==> config.mk <==
export PLATFORM = sky130hd
export DESIGN_NAME = dle_frame_deframer_crc_check_flat
export DESIGN_NICKNAME = d
export VERILOG_FILES = /design/src/rtl/dfcc_pkg.sv /design/src/rtl/dfcc_in_if.sv /design/src/rtl/dfcc_out_if.sv /design/src/rtl/dfcc_cfg_regs.sv /design/src/rtl/dfcc_crc_byte.sv /design/src/rtl/dfcc_deframe.sv /design/src/rtl/dle_frame_deframer_crc_check.sv /design/src/flat_wrapper.sv
export SDC_FILE = /design/constraint.sdc
export NUM_CORES = 1
export LEC_CHECK = 0
export BUFFER_PORTS_ARGS = -buffer_cell sky130_fd_sc_hd__buf_2
export CORE_MARGIN = 2
export CORE_UTILIZATION = 25
export CTS_BUF_LIST = sky130_fd_sc_hd__clkbuf_4 sky130_fd_sc_hd__clkbuf_8
export DETAILED_ROUTE_END_ITERATION = 12
export PLACE_DENSITY_LB_ADDON = 0.3
export SYNTH_ARGS = -nofsm -noshare
export SYNTH_HDL_FRONTEND = slang
export SYNTH_SLANG_ARGS = --single-unit
export TNS_END_PERCENT = 100
==> constraint.sdc <==
create_clock -name clk -period 4.75 [get_ports clk]
set_clock_uncertainty 0.2 [all_clocks]
set_input_delay 1.1875 -clock clk [delete_from_list [all_inputs] [get_ports clk]]
set_output_delay 1.1875 -clock clk [all_outputs]
set_load 0.05 [all_outputs]
==> src/rtl/dfcc_pkg.sv <==
`default_nettype none

package dfcc_pkg;

  // link control codes
  localparam logic [7:0] CODE_SOH = 8'h01;
  localparam logic [7:0] CODE_EOT = 8'h04;
  localparam logic [7:0] CODE_DLE = 8'h10;

  // register map, selected by paddr[2]
  localparam logic REG_CRC_POLY = 1'b0;
  localparam logic REG_CRC_INIT = 1'b1;

  localparam logic [15:0] CRC_POLY_RESET = 16'h1021;
  localparam logic [15:0] CRC_INIT_RESET = 16'h0000;

  // configuration seen by the datapath
  typedef struct packed {
    logic [15:0] crc_poly;
    logic [15:0] crc_init;
  } dfcc_cfg_t;

  // one result word
  typedef struct packed {
    logic [7:0] payload_byte;
    logic       payload_strobe;
    logic [7:0] payload_index;
    logic       frame_end;
    logic       frame_good;
    logic [8:0] frame_bytes;
  } dfcc_res_t;

endpackage

`default_nettype wire

==> src/rtl/dfcc_in_if.sv <==
`default_nettype none

interface dfcc_in_if;
  logic       valid;
  logic       ready;
  logic [7:0] rx_byte;

  modport source (output valid, output rx_byte, input ready);
  modport sink (input valid, input rx_byte, output ready);
endinterface

`default_nettype wire

==> src/rtl/dfcc_out_if.sv <==
`default_nettype none

interface dfcc_out_if;
  logic       valid;
  logic       ready;
  logic [7:0] payload_byte;
  logic       payload_strobe;
  logic [7:0] payload_index;
  logic       frame_end;
  logic       frame_good;
  logic [8:0] frame_bytes;

  modport source (
    output valid, output payload_byte, output payload_strobe, output payload_index,
    output frame_end, output frame_good, output frame_bytes, input ready
  );
  modport sink (
    input valid, input payload_byte, input payload_strobe, input payload_index,
    input frame_end, input frame_good, input frame_bytes, output ready
  );
endinterface

`default_nettype wire

==> src/rtl/dfcc_cfg_regs.sv <==
`default_nettype none

module dfcc_cfg_regs import dfcc_pkg::*; (
  input  wire logic        clk,
  input  wire logic        rst_n,
  input  wire logic        cfg_psel,
  input  wire logic        cfg_penable,
  input  wire logic        cfg_pwrite,
  input  wire logic [2:0]  cfg_paddr,
  input  wire logic [31:0] cfg_pwdata,
  output      logic [31:0] cfg_prdata,
  output      logic        cfg_pready,
  output      dfcc_cfg_t   cfg
);

  logic [15:0] poly_r;
  logic [15:0] init_r;
  logic        wr_en;

  assign cfg_pready = 1'b1;
  assign wr_en      = cfg_psel & cfg_penable & cfg_pwrite & cfg_pready;

  // register writes in the access phase
  always_ff @(posedge clk) begin
    if (!rst_n) begin
      poly_r <= CRC_POLY_RESET;
      init_r <= CRC_INIT_RESET;
    end else if (wr_en) begin
      case (cfg_paddr[2])
        REG_CRC_POLY: poly_r <= cfg_pwdata[15:0];
        REG_CRC_INIT: init_r <= cfg_pwdata[15:0];
        default: ;
      endcase
    end
  end

  // read mux
  always_comb begin
    case (cfg_paddr[2])
      REG_CRC_POLY: cfg_prdata = {16'h0000, poly_r};
      REG_CRC_INIT: cfg_prdata = {16'h0000, init_r};
      default:      cfg_prdata = 32'h0000_0000;
    endcase
  end

  assign cfg.crc_poly = poly_r;
  assign cfg.crc_init = init_r;

endmodule

`default_nettype wire

==> src/rtl/dfcc_crc_byte.sv <==
`default_nettype none

module dfcc_crc_byte (
  input  wire logic [15:0] crc_in,
  input  wire logic [7:0]  data,
  input  wire logic [15:0] poly,
  output      logic [15:0] crc_out
);

  // msb-first crc-16, one byte folded in eight bit steps
  always_comb begin
    logic [15:0] c;
    c = crc_in ^ {data, 8'h00};
    for (int i = 0; i < 8; i++) begin
      if (c[15]) begin
        c = {c[14:0], 1'b0} ^ poly;
      end else begin
        c = {c[14:0], 1'b0};
      end
    end
    crc_out = c;
  end

endmodule

`default_nettype wire

==> src/rtl/dfcc_deframe.sv <==
`default_nettype none

module dfcc_deframe import dfcc_pkg::*; #(
  parameter int MAX_FRAME = 256
) (
  input  wire logic       clk,
  input  wire logic       rst_n,
  input  wire logic       step,
  input  wire logic [7:0] rx_byte,
  input  wire dfcc_cfg_t  cfg,
  output      dfcc_res_t  res
);

  localparam int CW = $clog2(MAX_FRAME);
  localparam logic [CW-1:0] WRAP_AT = CW'(MAX_FRAME - 2);

  logic          esc_r, esc_nxt;
  logic [CW-1:0] cnt_r, cnt_nxt;
  logic [15:0]   crc_r, crc_nxt;
  logic [7:0]    h0_r, h0_nxt;
  logic [7:0]    h1_r, h1_nxt;

  logic          wrap;
  logic [CW-1:0] cnt_b;
  logic [15:0]   crc_b;
  logic [7:0]    h0_b;
  logic [7:0]    h1_b;
  logic [15:0]   crc_fed;
  logic          store;
  logic [CW+8:0] cnt_ext;

  // frame restarts when the length wraps
  assign wrap  = (cnt_r >= WRAP_AT);
  assign cnt_b = wrap ? '0 : cnt_r;
  assign crc_b = wrap ? cfg.crc_init : crc_r;
  assign h0_b  = wrap ? 8'h00 : h0_r;
  assign h1_b  = wrap ? 8'h00 : h1_r;

  assign cnt_ext = {9'b0, cnt_b};

  dfcc_crc_byte u_crc (
    .crc_in  (crc_b),
    .data    (h0_b),
    .poly    (cfg.crc_poly),
    .crc_out (crc_fed)
  );

  // byte classification and state update
  always_comb begin
    esc_nxt = esc_r;
    cnt_nxt = cnt_b;
    crc_nxt = crc_b;
    h0_nxt  = h0_b;
    h1_nxt  = h1_b;
    store   = 1'b0;
    res     = '0;
    if (esc_r) begin
      store = 1'b1;
    end else begin
      case (rx_byte)
        CODE_SOH: begin
          cnt_nxt = '0;
          crc_nxt = cfg.crc_init;
          h0_nxt  = 8'h00;
          h1_nxt  = 8'h00;
        end
        CODE_EOT: begin
          res.frame_end   = 1'b1;
          res.frame_bytes = cnt_ext[8:0];
          res.frame_good  = (cnt_b > CW'(2)) && (crc_b == {h1_b, h0_b});
        end
        CODE_DLE: begin
          esc_nxt = 1'b1;
        end
        default: begin
          store = 1'b1;
        end
      endcase
    end
    if (store) begin
      esc_nxt            = 1'b0;
      res.payload_byte   = rx_byte;
      res.payload_strobe = 1'b1;
      res.payload_index  = cnt_ext[7:0];
      if (cnt_b >= CW'(2)) begin
        crc_nxt = crc_fed;
      end
      h0_nxt  = h1_b;
      h1_nxt  = rx_byte;
      cnt_nxt = cnt_b + CW'(1);
    end
  end

  // frame state
  always_ff @(posedge clk) begin
    if (!rst_n) begin
      esc_r <= 1'b0;
      cnt_r <= '0;
      crc_r <= CRC_INIT_RESET;
      h0_r  <= 8'h00;
      h1_r  <= 8'h00;
    end else if (step) begin
      esc_r <= esc_nxt;
      cnt_r <= cnt_nxt;
      crc_r <= crc_nxt;
      h0_r  <= h0_nxt;
      h1_r  <= h1_nxt;
    end
  end

  // count stays inside the frame window
  a_cnt_range: assert property (@(posedge clk) disable iff (!rst_n)
    cnt_r <= WRAP_AT)
    else $error("byte count beyond wrap point");

  // an escape is always consumed by the next word
  a_esc_clear: assert property (@(posedge clk) disable iff (!rst_n)
    (step && esc_r) |=> !esc_r)
    else $error("escape not consumed");

  // a stored byte advances the count by one
  a_cnt_step: assert property (@(posedge clk) disable iff (!rst_n)
    (step && store && !wrap) |=> (cnt_r == $past(cnt_r) + CW'(1)))
    else $error("count did not advance on stored byte");

endmodule

`default_nettype wire

==> src/rtl/dle_frame_deframer_crc_check.sv <==
`default_nettype none

// Receive deframer: SOH/EOT framing, DLE byte unstuffing and a CRC-16 check.
// in_ch carries one raw link byte per word; out_ch carries exactly one result
// word per input word: the unescaped payload byte with its index and strobe,
// at an unescaped EOT the frame end flag, length and CRC verdict, else empty.
// The last two payload bytes of a frame are its CRC, low byte first.
// Configuration is an APB-style port with crc_poly at 0x0 and crc_init at 0x4.
// The user must write it only while no word is in flight; the block does not
// enforce this. A word passes an input register, then the frame logic with a
// one-byte CRC update feeding the result register. Throughput is one word per
// cycle unless out_ch stalls; the eight-step CRC fold sets the critical path.
// Reset (rst_n low, synchronous) empties both registers, clears escape,
// count and held bytes and loads the CRC register reset values. When the
// receiver stalls the result register holds; an empty input register takes
// one more word, after which in_ch.ready drops until out_ch drains.
module dle_frame_deframer_crc_check import dfcc_pkg::*; #(
  parameter int MAX_FRAME = 256
) (
  input  wire logic        clk,
  input  wire logic        rst_n,
  dfcc_in_if.sink          in_ch,
  dfcc_out_if.source       out_ch,
  input  wire logic        cfg_psel,
  input  wire logic        cfg_penable,
  input  wire logic        cfg_pwrite,
  input  wire logic [2:0]  cfg_paddr,
  input  wire logic [31:0] cfg_pwdata,
  output      logic [31:0] cfg_prdata,
  output      logic        cfg_pready
);

  dfcc_cfg_t  cfg;
  dfcc_res_t  res;
  dfcc_res_t  res_r;
  logic       in_v_r;
  logic [7:0] in_byte_r;
  logic       out_v_r;
  logic       adv;

  dfcc_cfg_regs u_cfg (
    .clk         (clk),
    .rst_n       (rst_n),
    .cfg_psel    (cfg_psel),
    .cfg_penable (cfg_penable),
    .cfg_pwrite  (cfg_pwrite),
    .cfg_paddr   (cfg_paddr),
    .cfg_pwdata  (cfg_pwdata),
    .cfg_prdata  (cfg_prdata),
    .cfg_pready  (cfg_pready),
    .cfg         (cfg)
  );

  // handshake: stage advances when result register is free
  assign adv         = in_v_r && (!out_v_r || out_ch.ready);
  assign in_ch.ready = !in_v_r || adv;

  // input register
  always_ff @(posedge clk) begin
    if (!rst_n) begin
      in_v_r <= 1'b0;
    end else if (in_ch.ready) begin
      in_v_r <= in_ch.valid;
    end
  end

  always_ff @(posedge clk) begin
    if (in_ch.valid && in_ch.ready) begin
      in_byte_r <= in_ch.rx_byte;
    end
  end

  dfcc_deframe #(
    .MAX_FRAME (MAX_FRAME)
  ) u_deframe (
    .clk     (clk),
    .rst_n   (rst_n),
    .step    (adv),
    .rx_byte (in_byte_r),
    .cfg     (cfg),
    .res     (res)
  );

  // result register
  always_ff @(posedge clk) begin
    if (!rst_n) begin
      out_v_r <= 1'b0;
    end else if (adv) begin
      out_v_r <= 1'b1;
    end else if (out_ch.ready) begin
      out_v_r <= 1'b0;
    end
  end

  always_ff @(posedge clk) begin
    if (adv) begin
      res_r <= res;
    end
  end

  assign out_ch.valid          = out_v_r;
  assign out_ch.payload_byte   = res_r.payload_byte;
  assign out_ch.payload_strobe = res_r.payload_strobe;
  assign out_ch.payload_index  = res_r.payload_index;
  assign out_ch.frame_end      = res_r.frame_end;
  assign out_ch.frame_good     = res_r.frame_good;
  assign out_ch.frame_bytes    = res_r.frame_bytes;

  // a good frame is only reported at frame end
  a_good_at_end: assert property (@(posedge clk) disable iff (!rst_n)
    out_v_r |-> (!res_r.frame_good || res_r.frame_end))
    else $error("frame_good without frame_end");

  // a word is either payload or frame end, never both
  a_excl: assert property (@(posedge clk) disable iff (!rst_n)
    out_v_r |-> !(res_r.payload_strobe && res_r.frame_end))
    else $error("payload and frame end in one word");

  // the result register is never overwritten while stalled
  a_no_overrun: assert property (@(posedge clk) disable iff (!rst_n)
    (out_v_r && !out_ch.ready) |-> !adv)
    else $error("result overwritten under stall");

endmodule

`default_nettype wire
==> src/flat_wrapper.sv <==
// flat-port wrapper written by rule: the top's interface ports become plain ports
module dle_frame_deframer_crc_check_flat import dfcc_pkg::*;
#(
  parameter int MAX_FRAME = 256
)
  (clk, rst_n, cfg_psel, cfg_penable, cfg_pwrite, cfg_paddr, cfg_pwdata, cfg_prdata, cfg_pready, in_ch_valid, in_ch_rx_byte, in_ch_ready, out_ch_valid, out_ch_payload_byte, out_ch_payload_strobe, out_ch_payload_index, out_ch_frame_end, out_ch_frame_good, out_ch_frame_bytes, out_ch_ready);
  dfcc_in_if in_ch_i ();
  dfcc_out_if out_ch_i ();
  input  wire logic clk;
  input  wire logic rst_n;
  input  wire logic cfg_psel;
  input  wire logic cfg_penable;
  input  wire logic cfg_pwrite;
  input  wire logic [2:0] cfg_paddr;
  input  wire logic [31:0] cfg_pwdata;
  output      logic [31:0] cfg_prdata;
  output      logic cfg_pready;
  input wire logic [$bits(in_ch_i.valid)-1:0] in_ch_valid;
  input wire logic [$bits(in_ch_i.rx_byte)-1:0] in_ch_rx_byte;
  output wire logic [$bits(in_ch_i.ready)-1:0] in_ch_ready;
  output wire logic [$bits(out_ch_i.valid)-1:0] out_ch_valid;
  output wire logic [$bits(out_ch_i.payload_byte)-1:0] out_ch_payload_byte;
  output wire logic [$bits(out_ch_i.payload_strobe)-1:0] out_ch_payload_strobe;
  output wire logic [$bits(out_ch_i.payload_index)-1:0] out_ch_payload_index;
  output wire logic [$bits(out_ch_i.frame_end)-1:0] out_ch_frame_end;
  output wire logic [$bits(out_ch_i.frame_good)-1:0] out_ch_frame_good;
  output wire logic [$bits(out_ch_i.frame_bytes)-1:0] out_ch_frame_bytes;
  input wire logic [$bits(out_ch_i.ready)-1:0] out_ch_ready;
  assign in_ch_i.valid = in_ch_valid;
  assign in_ch_i.rx_byte = in_ch_rx_byte;
  assign in_ch_ready = in_ch_i.ready;
  assign out_ch_valid = out_ch_i.valid;
  assign out_ch_payload_byte = out_ch_i.payload_byte;
  assign out_ch_payload_strobe = out_ch_i.payload_strobe;
  assign out_ch_payload_index = out_ch_i.payload_index;
  assign out_ch_frame_end = out_ch_i.frame_end;
  assign out_ch_frame_good = out_ch_i.frame_good;
  assign out_ch_frame_bytes = out_ch_i.frame_bytes;
  assign out_ch_i.ready = out_ch_ready;
  dle_frame_deframer_crc_check #(.MAX_FRAME(MAX_FRAME)) u_core (.clk(clk), .rst_n(rst_n), .in_ch(in_ch_i), .out_ch(out_ch_i), .cfg_psel(cfg_psel), .cfg_penable(cfg_penable), .cfg_pwrite(cfg_pwrite), .cfg_paddr(cfg_paddr), .cfg_pwdata(cfg_pwdata), .cfg_prdata(cfg_prdata), .cfg_pready(cfg_pready));
endmodule
### Word-level counts from Yosys, hierarchy flattened

Cells that the tools add are included.

* multiplexer cells: 35
* order comparisons: 3
* divide/modulo/power cells: 0
* $add $sub $neg: 1
* shifts and indexed selects: 0
* reductions and logical operators: 12
* multiply operators: 0
* bitwise logic cells: 13
* equality and inequality tests: 4

Operators with widths (number)
* 16-bit two-way mux: 13
* 16-bit bitwise XOR: 9
* 8-bit two-way mux: 12
* 32-bit one-hot mux with 2 select lines: 1
* 16-bit == test: 1
* 11-bit two-way mux: 1
* 9-bit two-way mux: 1
* 8-bit by 1-bit adder with 8-bit output (second input constant): 1
* 8-bit by 1-bit == test with 1-bit output (second input constant): 1
* 8-bit by 3-bit == test with 1-bit output (second input constant): 1
* 8-bit by 5-bit == test with 1-bit output (second input constant): 1
* 8-bit by 2-bit greater-or-equal comparator with 1-bit output (second input constant): 1
* 8-bit greater-or-equal comparator (second input constant): 1
* 8-bit by 2-bit > comparator with 1-bit output (second input constant): 1
* 1-bit two-way mux: 7
* 2-bit AND reduction: 2
* 1-bit logical AND: 3
* 3-bit OR reduction: 1
* 1-bit AND: 2
* 1-bit zero test: 2
* 1-bit logical OR: 2
* 1-bit NOT: 2
* 2-bit nonzero test: 1
* 2-bit OR reduction: 1

* memories kept: 0
* bits in latches: 0
* bits of input ports: 50
* output and inout bits: 63
* memory bits (read-only): 0
* memory bits (writable): 0
* bits in registers: 111

### Depth between registers and ports, before layout

Gate-level depths: netlist of run 1.

* word-level depth: 21
* mapped depth: 18
* mapped depth without buffers: 13

### Modules after synthesis

A second synthesis of run 1 with hierarchy kept.

* cell total of the unflattened synthesis: 913
* area total of the unflattened synthesis: 8299.2 sq um

Modules (own cells, without submodules)
* dfcc_crc_byte: instances 1, cells each 383, area each 2897.8 sq um, sequential area each 0.0 sq um
* dfcc_deframe: instances 1, cells each 321, area each 2627.5 sq um, sequential area each 820.8 sq um
* dfcc_cfg_regs: instances 1, cells each 164, area each 1589.0 sq um, sequential area each 640.6 sq um
* dle_frame_deframer_crc_check: instances 1, cells each 45, area each 1184.9 sq um, sequential area each 1121.1 sq um

### Worst setup path before layout of run 1

Ideal clock, no wire load.

* kind: reg-to-reg
* start point: register u_core.u_deframe.cnt_r[2]
* end point: register u_core.u_deframe.crc_r[1]
* arrival time: 4049 ps
* library setup time: 115 ps
* slack: 386 ps
* path buffers: 3
* stages on the path, launching flop included: 17
* data required time: 4435 ps
* cells stage by stage: dfxtp_1 buf_4 nand4_1 or3_1 and2_4 a311oi_2 xor2_1 buf_6 o21ai_0 a311oi_2 xnor2_1 or4_1 buf_6 a21o_4 xnor2_2 or4_1 and3_1

* cells in the longest elaborated chain, start to end: 20
* elaborated cells between the ends (all ways): 26
* classes of those cells: order compare: 2; mux: 15; bitwise: 9

RTL lines
* from (decl): RTL line dfcc_deframe.sv:18 `logic [CW-1:0] cnt_r, cnt_nxt;`
* from (signal assigned): RTL line dfcc_deframe.sv:104 `cnt_r <= cnt_nxt;`
* 8-bit greater-or-equal comparator: RTL line dfcc_deframe.sv:33 `assign wrap = (cnt_r >= WRAP_AT);`
* 16-bit two-way mux / 8-bit two-way mux (equally long branches): RTL line dfcc_deframe.sv:35, dfcc_deframe.sv:36
* 16-bit bitwise XOR: RTL line dfcc_crc_byte.sv:13 `c = crc_in ^ {data, 8'h00};`
* 16-bit bitwise XOR: RTL line dfcc_crc_byte.sv:16 `c = {c[14:0], 1'b0} ^ poly;`
* 16-bit two-way mux: RTL line dfcc_crc_byte.sv:15 `if (c[15]) begin`
* 16-bit bitwise XOR: RTL line dfcc_crc_byte.sv:16
* 16-bit two-way mux: RTL line dfcc_crc_byte.sv:15
* 16-bit bitwise XOR: RTL line dfcc_crc_byte.sv:16
* (+4 left out)
* 16-bit two-way mux: RTL line dfcc_crc_byte.sv:15
* 16-bit bitwise XOR: RTL line dfcc_crc_byte.sv:16
* 16-bit two-way mux: RTL line dfcc_crc_byte.sv:15
* 16-bit two-way mux / 16-bit bitwise XOR (equally long branches): RTL line dfcc_crc_byte.sv:15, dfcc_crc_byte.sv:16
* 16-bit bitwise XOR / 16-bit two-way mux (equally long branches): RTL line dfcc_crc_byte.sv:16, dfcc_crc_byte.sv:15
* 16-bit two-way mux: RTL line dfcc_crc_byte.sv:15
* 16-bit two-way mux: RTL line dfcc_deframe.sv:85 `if (cnt_b >= CW'(2)) begin`
* 16-bit two-way mux (*): RTL line dfcc_deframe.sv:80 `if (store) begin`
* to (signal assigned): RTL line dfcc_deframe.sv:105 `crc_r <= crc_nxt;`
* to (decl): RTL line dfcc_deframe.sv:19 `logic [15:0] crc_r, crc_nxt;`

Every way passes the cells marked *; elsewhere a longest branch is shown, timed or not.
A chain may end at the register's enable or synchronous reset.

### Final worst setup path of run 1

* start point: register u_core.u_deframe.cnt_r[6]
* end point: register u_core.u_deframe.crc_r[1]

The elaborated chain is that of the path after synthesis.

==> results of run 1 <==
## registers in the layout (all words and copies together), names as in the netlist
register and flops:
u_core.out_ch.payload_byte 8, u_core.out_ch.frame_end 1, u_core.u_deframe.h0_r 8, u_core.out_ch.payload_strobe 1, u_core.out_ch.payload_index 8, u_core.out_ch.valid 1, u_core.out_ch.frame_good 1, u_core.u_deframe.h1_r 8
u_core.in_v_r 1, u_core.in_byte_r 8, u_core.u_cfg.poly_r 16, u_core.u_deframe.crc_r 16, u_core.u_cfg.init_r 16, u_core.u_deframe.cnt_r 8, u_core.u_deframe.esc_r 1, u_core.out_ch.frame_bytes 8
## critical path: stages (launching register included)
cell and delay (ns):
dfxtp_1 0.43, nand3_4 0.15, or3_1 0.40, and2_4 0.17, a311oi_2 0.36, xor2_1 0.27
buf_6 0.18, mux2i_1 0.09, a311oi_2 0.34, xnor2_1 0.13, or4_1 0.58, a21o_4 0.27
xnor2_2 0.22, or4_1 0.52, and3_1 0.18
## layout make-up
| class | count | share of cell area (%) |
|---|---|---|
| clock buffers | 9 | 1.40 |
| clock inverters | 7 | 1.00 |
| inverters | 23 | 0.973 |
| multi-input cells | 729 | 53.3 |
| flip-flops and latches | 110 | 28.8 |
| well taps | 396 | 5.58 |
| repair buffers | 129 | 8.97 |
## placed cells by master (no fill, tap or decap), types with 3 or more instances in the layout
master    Yosys  final
nand2_1     154    154
xnor2_1      92     91
buf_2         3     77
dfxtp_1      75     74
o21ai_0      50     50
buf_4        23     49
edfxtp_1     35     35
a21boi_0     31     31
nor2b_1      29     29
a22oi_1      29     29
nand3_1      28     28
and3_1       27     27
a21oi_1      27     27
nor2_1       30     26
inv_1        22     22
xor2_1       21     21
nand4_1      18     18
conb_1        2     18
nor3_1       15     15
o21a_1       15     15
a31oi_1      14     14
o211ai_1     13     13
mux2i_1      14     11
and2_1       10     10
clkbuf_8      0      9
a211o_1       8      8
nor4_1        8      7
a211oi_1      5      5
a22o_1        5      5
or4_1         5      5
nor2_2        0      4
and4_1        3      3
o21ai_1       3      3
o221ai_1      3      3
o211a_1       3      3
o31ai_1       4      3
## how the worst max path moves through the flow
stage                                      endpoint  slack [ns]  cells after the start
after floorplan           u_core.u_deframe.crc_r[1]        0.39                     16
after global placement    u_core.u_deframe.crc_r[0]        0.11                     17
after detailed placement  u_core.u_deframe.crc_r[0]        0.11                     17
after CTS                 u_core.u_deframe.crc_r[0]        0.05                     17
after global routing      u_core.u_deframe.crc_r[1]      -0.004                     14
final                     u_core.u_deframe.crc_r[1]        0.15                     14
## power breakdown
part           switching, mW  internal [mW]  total (mW)
clock network          0.373          0.257       0.630
registers             0.0262          0.997        1.02
logic                  0.224         0.0957       0.319
## metal layers
layer,wire [microns],vias to the layer above
met5,0,-
met4,503,0
met3,1190,32
met2,10800,222
met1,11700,3326
li1,-,3414
## per-stage QoR
step | cells | hold WS (ns) | instance area [sq um] | util (%)
2_1_floorplan | 961 | 0.241 | 7800 | -
3_3_place_gp | 1382 | 0.254 | 8550 | 28.0
3_5_place_dp | 1382 | 0.259 | 8550 | 28.0
4_1_cts | 1398 | 0.277 | 8770 | 28.7
5_1_grt | 1403 | 0.296 | 8870 | 29.1
6_report | 1403 | 0.278 | 8870 | 29.1
## cell families after synthesis
| kind of cell | after synthesis | share of synthesized area (%) |
|---|---|---|
| AO/OA/AOI/OAI | 237 | 21.7 |
| XOR/XNOR | 117 | 14.0 |
| adder cells (fa/ha/maj) | 2 | 0.323 |
| buffers and inverters | 122 | 7.47 |
| flip-flops | 110 | 33.0 |
| multiplexers | 16 | 2.10 |
| other | 2 | 0.0970 |
| AND/OR/NAND/NOR | 339 | 21.3 |
## timing repair
action                     in CTS  in global routing
setup buffers                   0                  4
hold buffers                    0                  0
setup endpoints to repair       0                 14
resized for setup               0                 13
==> flow_summary.ini, run 1 <==
[logic_synthesis]
yosys-top-cells-area = dfxtp_1, edfxtp_1, xnor2_1
synth-main-ff-cell = dfxtp_1
synth.avg_cell_area_sq_um = 8.19
synth.lib_cells_used.distinct = 75
yosys.cell_count.top_type = nand2_1
ys_top_cells_by_count = nand2_1, xnor2_1, dfxtp_1, clkbuf_1, o21ai_0
synth.yosys.seq_area_share_pct = 33.0
ys.warnings.count = 0
ys_ff_latch = 110
async_reset_ff_share_pct = 0
synthesis.area_sq_um = 7740
synth_enable_flop_cells = 35
synth_cells = 945
synthDominantCellAreaShare_pct = 19.4
synth_area_leader_cell = dfxtp_1

[clocking]
worst_skew_pair.late_latency_ns = 0.41
clkSinkCount = 110
htree_levels = 3
ctsRootBufferMaster = clkbuf_8
tritoncts_clock_tree = yes
clock_tree.buffer_depth = 2
cts_made_buffers = 9
clkTransAtPathRegs_ns = 0.11

[grt]
met2_usage_pct = 22.6
groute.usage.overall_pct = 14.8
grt_first_pass_wirelength_microns = 38100
antenna_found_initial = 0
via_count_of_the_first_global_routing_pass = 6574
gr-usage-met3_pct = 2.47
gr_peak_layer = met2
gr_ovfl_total = 0
grt_max_degree = 46
globalRouteMet1Util_pct = 21.4

[power_and_ir_drop]
post-layout-total-power_mw = 1.97
pwr_density_cell_nw_per_um2 = 222
vdd_ir_drop_max_mv = 0.109
leakage_nw = 3.15

[sta]
setup_viol = 0
finalHoldViolCount = 0
final-max-slew-violation-count = 0
final.period_utilization_pct = 96.8
final.setup.worst_slack_ns = 0.153
tightestPinTransition_ns = 1.25
worst_slew_margin_rel_pct = 16.1
final.min_clock_period_ns = 4.60
finalSetupTns_ns = 0
achievable-frequency_mhz = 218

[worst_setup_path]
timing.reg2reg.setup_slack_ns = 0.15
critical_path_launch_point = u_core.u_deframe.cnt_r[6]
rr_endpoint = u_core.u_deframe.crc_r[1]
setup.worst_path.class = reg -> reg
worstPathRequired_ns = 4.85
timing.critical_path.arrival_ns = 4.70
ff2ff_path_depth = 14
timing.critical_path.fanout_max = 8
worst_setup_path_end_kind = flip-flop
crit-reg2reg-launch = u_core.u_deframe.cnt_r[6]
critical_path.startpoint_type = flip-flop

[die]
pin_count = 113
core_region_area_sq_um = 30500
die_width_microns = 180
die_y_microns = 180
core.rowCount = 64
initial_utilization_pct = 25.4
die_area_sq_um = 32400

[cells_and_area]
antenna_cells = 0
design.final.nets = 1054
seq_area_sq_um = 2550
area_growth_syn_to_layout_pct = 14.6
fillerInstances = 3288
multiInputGateArea_sq_um = 4730
post_route_cells_drive_above_1_share_pct = 17.4

[drt]
first_pass_iters = 5
post_drt_via_cell_ratio = 4.99
drtIter0Drc = 541
post-route-drc-count = 0
ant_nets = 0
vias = 6994
totalWireLength_microns = 24200
route.detailed.wl_per_inst_microns = 17.3

[min_path]
hold_path_end = u_core.u_deframe.esc_r
worstHoldPathCells = 2
hold_path.startpoint = u_core.u_deframe.esc_r
worst_hold_path_type = reg -> reg

[outcome]
outcome = completed

[flow_run]
drv_cap = 0

[placement]
dp_slack_ns = 0.105
detailedPlacementHpwl_microns = 17600
gp_congestion = 0.858
port-buffer-count = 76
Power figures use the tool's default switching activity.
==> run 2, diff against run 1 <==
==> constraint.sdc (replaced) <==
create_clock -name clk -period 4.75 [get_ports clk]
set_clock_uncertainty 0.2 [all_clocks]
set_input_delay 0.2375 -clock clk [delete_from_list [all_inputs] [get_ports clk]]
set_output_delay 0.2375 -clock clk [all_outputs]
set_load 0.05 [all_outputs]
==> run 2 against run 1 <==
  * Cell count increased by 1.6%
  * Utilization increased by 0.87 points
  * Worst hold slack got worse by 0.019 ns
  * Critical path depth unchanged
  * Non-clock buffer count increased by 22
  * Highest routed layer unchanged
  * Global-route usage about the same
  * Final area increased by 3.0%
  * Setup slack improved by 0.11 ns
  * Via count increased by 2.2%
  * First-iteration DRC count decreased by 8.5%
  * Combinational power increased by 5%
  * Largest power group unchanged
  * Critical endpoint unchanged
==> flow_summary.ini, run 2 (synthesis results as in run 1) <==
[worst_setup_path]
timing.critical_path.arrival_ns = 4.60
timing.critical_path.fanout_max = 11
timing.reg2reg.setup_slack_ns = 0.26
setup.worst_path.class = reg -> reg
worstPathRequired_ns = 4.86
critical_path.startpoint_type = flip-flop
worst_setup_path_end_kind = flip-flop
ff2ff_path_depth = 14
rr_endpoint = u_core.u_deframe.crc_r[1]
crit-reg2reg-launch = u_core.u_deframe.cnt_r[7]

[power_and_ir_drop]
pwr_density_cell_nw_per_um2 = 224
post-layout-total-power_mw = 2.04
vdd_ir_drop_max_mv = 0.130
leakage_nw = 3.26

[min_path]
worstHoldPathCells = 5
hold_path_end = u_core.u_cfg.poly_r[11]
hold_path.startpoint = cfg_penable
worst_hold_path_type = in -> reg

[clocking]
ctsRootBufferMaster = clkbuf_8
tritoncts_clock_tree = yes
clkSinkCount = 110
cts_made_buffers = 9
clkTransAtPathRegs_ns = 0.13
worst_skew_pair.late_latency_ns = 0.42
clock_tree.buffer_depth = 2
htree_levels = 3

[sta]
achievable-frequency_mhz = 223
final-max-slew-violation-count = 0
final.setup.worst_slack_ns = 0.260
tightestPinTransition_ns = 1.18
hold_slack_ns = 0.259
worst_slew_margin_rel_pct = 21.1
final.min_clock_period_ns = 4.49
finalSetupTns_ns = 0
final.period_utilization_pct = 94.5
setup_viol = 0
finalHoldViolCount = 0

[placement]
place_inst = 1378
detailedPlacementHpwl_microns = 17600
gp_congestion = 0.843
placedInstanceArea_sq_um = 8520
dp_slack_ns = 0.0524
port-buffer-count = 76

[drt]
totalWireLength_microns = 24200
post_drt_via_cell_ratio = 5.02
post-route-drc-count = 0
vias = 7147
route.detailed.wl_per_inst_microns = 17.0
drtIter0Drc = 495
first_pass_iters = 6
ant_nets = 0

[die]
die_width_microns = 180
die_y_microns = 180
initial_utilization_pct = 25.4
pin_count = 113
core_region_area_sq_um = 30500
core.rowCount = 64
die_area_sq_um = 32400

[grt]
antenna_found_initial = 0
groute.usage.overall_pct = 14.8
via_count_of_the_first_global_routing_pass = 6750
grt_first_pass_wirelength_microns = 38300
gr_ovfl_total = 0
grt_max_degree = 70

[cells_and_area]
design.final.nets = 1076
layout.cells.non_filler = 1425
area_growth_syn_to_layout_pct = 18.0
multiInputGateArea_sq_um = 4730
fillerInstances = 3259
seq_area_sq_um = 2560
layout.cells.most_common = nand2_1
layout.cell_area.non_filler_sq_um = 9140
post_route_cells_drive_above_1_share_pct = 17.2
antenna_cells = 0
biggestRegsByFlops = u_core.u_cfg.init_r (16), u_core.u_cfg.poly_r (16), u_core.u_deframe.crc_r (16)
postLayoutCoreUtil_pct = 29.9
final_cell_mix = nand2_1, xnor2_1, buf_2

[outcome]
outcome = completed

[flow_run]
drv_cap = 0
==> run 2: cell count changes in the layout (fill, tap and decap cells not counted), moves of 2 or more <==
cell and delta:
buf_4 -3, dfxtp_1 -6, dfxtp_2 +6, dlygate4sd3_1 +27, mux2i_1 +2, xnor2_1 -3
xnor2_2 +3
==> run 2: how the worst max path moves through the flow <==
stage,from,to,slack [ns],depth (start not counted)
6_report,u_core.u_deframe.cnt_r[7],u_core.u_deframe.crc_r[1],0.26,14
5_1_grt,u_core.u_deframe.cnt_r[7],u_core.u_deframe.crc_r[13],-0.01,16
4_1_cts,u_core.u_deframe.cnt_r[7],u_core.u_deframe.crc_r[0],0.003,17
3_5_place_dp,u_core.u_deframe.cnt_r[7],u_core.u_deframe.crc_r[0],0.05,17
3_3_place_gp,u_core.u_deframe.cnt_r[7],u_core.u_deframe.crc_r[0],0.08,17
2_1_floorplan,u_core.u_deframe.cnt_r[2],u_core.u_deframe.crc_r[1],0.39,16
==> run 2: what timing repair did <==
item,CTS,global route
pin swaps,1,5
gates resized for setup,0,19
setup buffers,0,4
endpoints found under the setup margin,1,16
hold buffers,27,0
endpoints found under the hold margin,42,0
==> run 2: worst max-delay path, cell delays in order (launching register included) <==
cell      delay [ns]
dfxtp_2         0.39
nand4_1         0.13
or3_1           0.44
and2_4          0.18
a311oi_2        0.32
xor2_1          0.22
buf_6           0.19
mux2i_1         0.22
mux2i_1         0.35
nor4bb_2        0.12
or4_1           0.47
a21o_4          0.27
xnor2_2         0.20
or4_1           0.53
and3_1          0.17
==> run 2: final cells by class <==
cell class                 count  area share [%]
inverter                      23           0.945
sequential                   110            28.0
multi-input combinational    729            51.8
clock inverter                 6            1.12
clock buffer                  10            1.44
timing repair buffer         151            11.2
tap                          396            5.42
==> run 2: per-layer routing <==
metal  vias to the layer above  global-route usage, %  routed length (microns)
met5                         -                      0                        0
met3                        35                   2.86                     1510
met2                       222                   23.2                    10900
met4                         0                   4.49                      468
met1                      3430                   20.6                    11400
li1                       3460                      -                        -
==> run 2: power by group <==
part	switching, mW	internal [mW]	total [mW]
logic	0.226	0.110	0.336
registers	0.0257	0.997	1.02
clock network	0.372	0.314	0.686
==> run 3, diff against run 2 <==
Settings changed: CORE_MARGIN 2 to 3, CTS_CLUSTER_DIAMETER from default to 150.
Clock period 4.75 ns to 4.2 ns, I/O delays scaled along.
==> run 3 against run 2 <==
  * The flow now finishes with violations (setup timing)
  * Via count grew 2.8%
  * Sequential cell count is the same
  * Count of clock-buffer cells in the layout grew 1
  * Power grew 8.4%
  * Sequential power grew 14%
  * Non-clock buffer count grew 69
  * Global-route usage is essentially flat
  * Register-to-register slack lost 0.39 ns
  * Final area grew 9.4%
  * Die area grew 2.2%
  * Setup slack lost 0.39 ns
  * Critical path type unchanged
  * Largest cell class unchanged
  * Largest power group unchanged
  * Highest routed layer unchanged
==> flow_summary.ini, run 3 (synthesis results as in run 1) <==
[grt]
gr-usage-met3_pct = 3.04
via_count_of_the_first_global_routing_pass = 6932
grt_max_degree = 50
gr_peak_layer = met2
met2_usage_pct = 23.6
groute.usage.overall_pct = 14.9
grt_first_pass_wirelength_microns = 39200
gr_ovfl_total = 0
globalRouteMet1Util_pct = 20.8
antenna_found_initial = 0

[die]
initial_utilization_pct = 25.7
die_y_microns = 182
die_area_sq_um = 33100
pin_count = 113
core_region_area_sq_um = 30100
die_width_microns = 182
core.rowCount = 63

[drt]
first_pass_iters = 5
totalWireLength_microns = 25500
post_drt_via_cell_ratio = 4.94
vias = 7344
route.detailed.wl_per_inst_microns = 17.1
ant_nets = 0
drtIter0Drc = 580
post-route-drc-count = 0

[cells_and_area]
design.final.nets = 1145
post_route_cells_drive_above_1_share_pct = 25.9
layout.cells.non_filler = 1488
fillerInstances = 3197
final_cell_mix = nand2_1, buf_4, xnor2_1
layout.cells.most_common = nand2_1
area_growth_syn_to_layout_pct = 29.2
multiInputGateArea_sq_um = 5040
seq_area_sq_um = 2560
layout.cell_area.non_filler_sq_um = 10000
antenna_cells = 0
biggestRegsByFlops = u_core.u_cfg.init_r (16), u_core.u_cfg.poly_r (16), u_core.u_deframe.crc_r (16)

[worst_setup_path]
timing.critical_path.fanout_max = 6
setup.worst_path.class = reg -> reg
worst_setup_path_end_kind = flip-flop
worstPathRequired_ns = 4.31
critical_path.startpoint_type = flip-flop
timing.critical_path.arrival_ns = 4.43

[placement]
placedInstanceArea_sq_um = 9000
port-buffer-count = 76
place_inst = 1429
gp_congestion = 0.872
detailedPlacementHpwl_microns = 18500

[power_and_ir_drop]
power_frac_comb_pct = 18.9
sw_frac_of_total_pct = 31.6
leakage_nw = 3.67
pwr_density_cell_nw_per_um2 = 222
cellInternalPower_mw = 1.52
net-switching-power_uw = 701
clock_network_power_share_pct = 28.9
vdd_ir_drop_max_mv = 0.170
power.sequential.fraction_pct = 52.2

[clocking]
worst_skew_pair.late_latency_ns = 0.40
clkTransAtPathRegs_ns = 0.11
clock_tree.buffer_depth = 2
tritoncts_clock_tree = yes
ctsRootBufferMaster = clkbuf_8
htree_levels = 3
cts_made_buffers = 9
clkSinkCount = 110

[sta]
final.setup.worst_slack_ns = -0.128
final-max-slew-violation-count = 0
setup_viol = 16
grt_setup_unrepaired = yes
worst_slew_margin_rel_pct = 20.4
final.period_utilization_pct = 103
achievable-frequency_mhz = 231
finalHoldViolCount = 0
final.min_clock_period_ns = 4.33
tightestPinTransition_ns = 1.18

[outcome]
violations_in_the_final_reports = setup timing
outcome = finished, violations left

[flow_run]
drv_cap = 0

[min_path]
worst_hold_path_type = in -> reg
run 3: cell types whose count changed in the layout (fill, tap and decap cells not counted), moves of 3 or more:
cell	before	now
a21oi_2	0	5
xnor2_1	88	84
o21ai_1	3	6
mux2i_4	0	4
xnor2_2	5	8
mux2i_1	13	8
buf_6	1	16
buf_4	46	97
o21ai_0	49	44
a21oi_1	27	21
run 3: power by group through the flow:
| stage | Sequential [mW] | Clock (mW) | Combinational (mW) |
|---|---|---|---|
| global placement | 1.18 | 0 | 0.368 |
| CTS | 1.16 | 0.668 | 0.400 |
| finish | 1.16 | 0.641 | 0.420 |
| floorplan | 1.21 | 0 | 0.243 |
| detailed placement | 1.18 | 0 | 0.371 |
| global route | 1.16 | 0.699 | 0.451 |
run 3: what timing repair did:
item | CTS | global route
buffers inserted | 8 | 7
hold buffers | 27 | 0
hold endpoints to repair | 42 | 0
cloned | 1 | 2
pin swaps | 18 | 49
setup endpoints to repair | 16 | 16
gates resized for setup | 28 | 63
run 3: per-layer routing:
layer,vias up,routed length [microns],part of all wire (%)
met5,-,0,0
met4,0,418,1.6
met3,31,1450,5.7
met2,189,11500,45
met1,3532,12000,47
li1,3592,-,-
run 3: path summary, 6_finish.rpt:
kind                           start                   endpoint  slack, ns  cells after the start
min                            rst_n    u_core.u_cfg.poly_r[12]       0.04                      2
max          u_core.u_cfg.init_r[15]  u_core.u_deframe.crc_r[1]      -0.13                     13
min reg2reg   u_core.u_deframe.esc_r     u_core.u_deframe.esc_r       0.29                      2
max reg2reg  u_core.u_cfg.init_r[15]  u_core.u_deframe.crc_r[1]      -0.13                     13
run 3: worst max-delay path: stages, from the launching register on:
cell and delay (ns):
dfxtp_1 0.39, nor2b_2 0.21, a2111o_1 0.46, o311a_4 0.16, a2111o_1 0.53, a21oi_2 0.22
mux2i_4 0.09, a31o_2 0.29, nor4bb_4 0.17, or4_4 0.44, a21o_4 0.25, xnor2_4 0.16
or4_1 0.48, and3_1 0.17
run 3: metrics by stage:
stage	power (mW)	setup WS [ns]	util (%)	hold slack [ns]	TNS, ns
3_5_place_dp	1.55	-0.226	29.9	0.189	-2.19
6_report	2.22	-0.128	33.2	0.0446	-1.31
2_1_floorplan	1.45	-0.125	-	0.109	-0.524
3_3_place_gp	1.55	-0.189	29.9	0.188	-1.92
5_1_grt	2.31	-0.282	33.2	0.0760	-4.06
4_1_cts	2.23	-0.107	32.0	0.00838	-0.977
run 3: layout make-up:
type | count | area share (%)
Multi-Input combinational cell | 729 | 50.4
Tap cell | 390 | 4.88
Sequential cell | 110 | 25.6
Timing Repair Buffer | 220 | 16.4
Inverter | 23 | 0.863
Clock buffer | 11 | 1.39
Clock inverter | 5 | 0.413
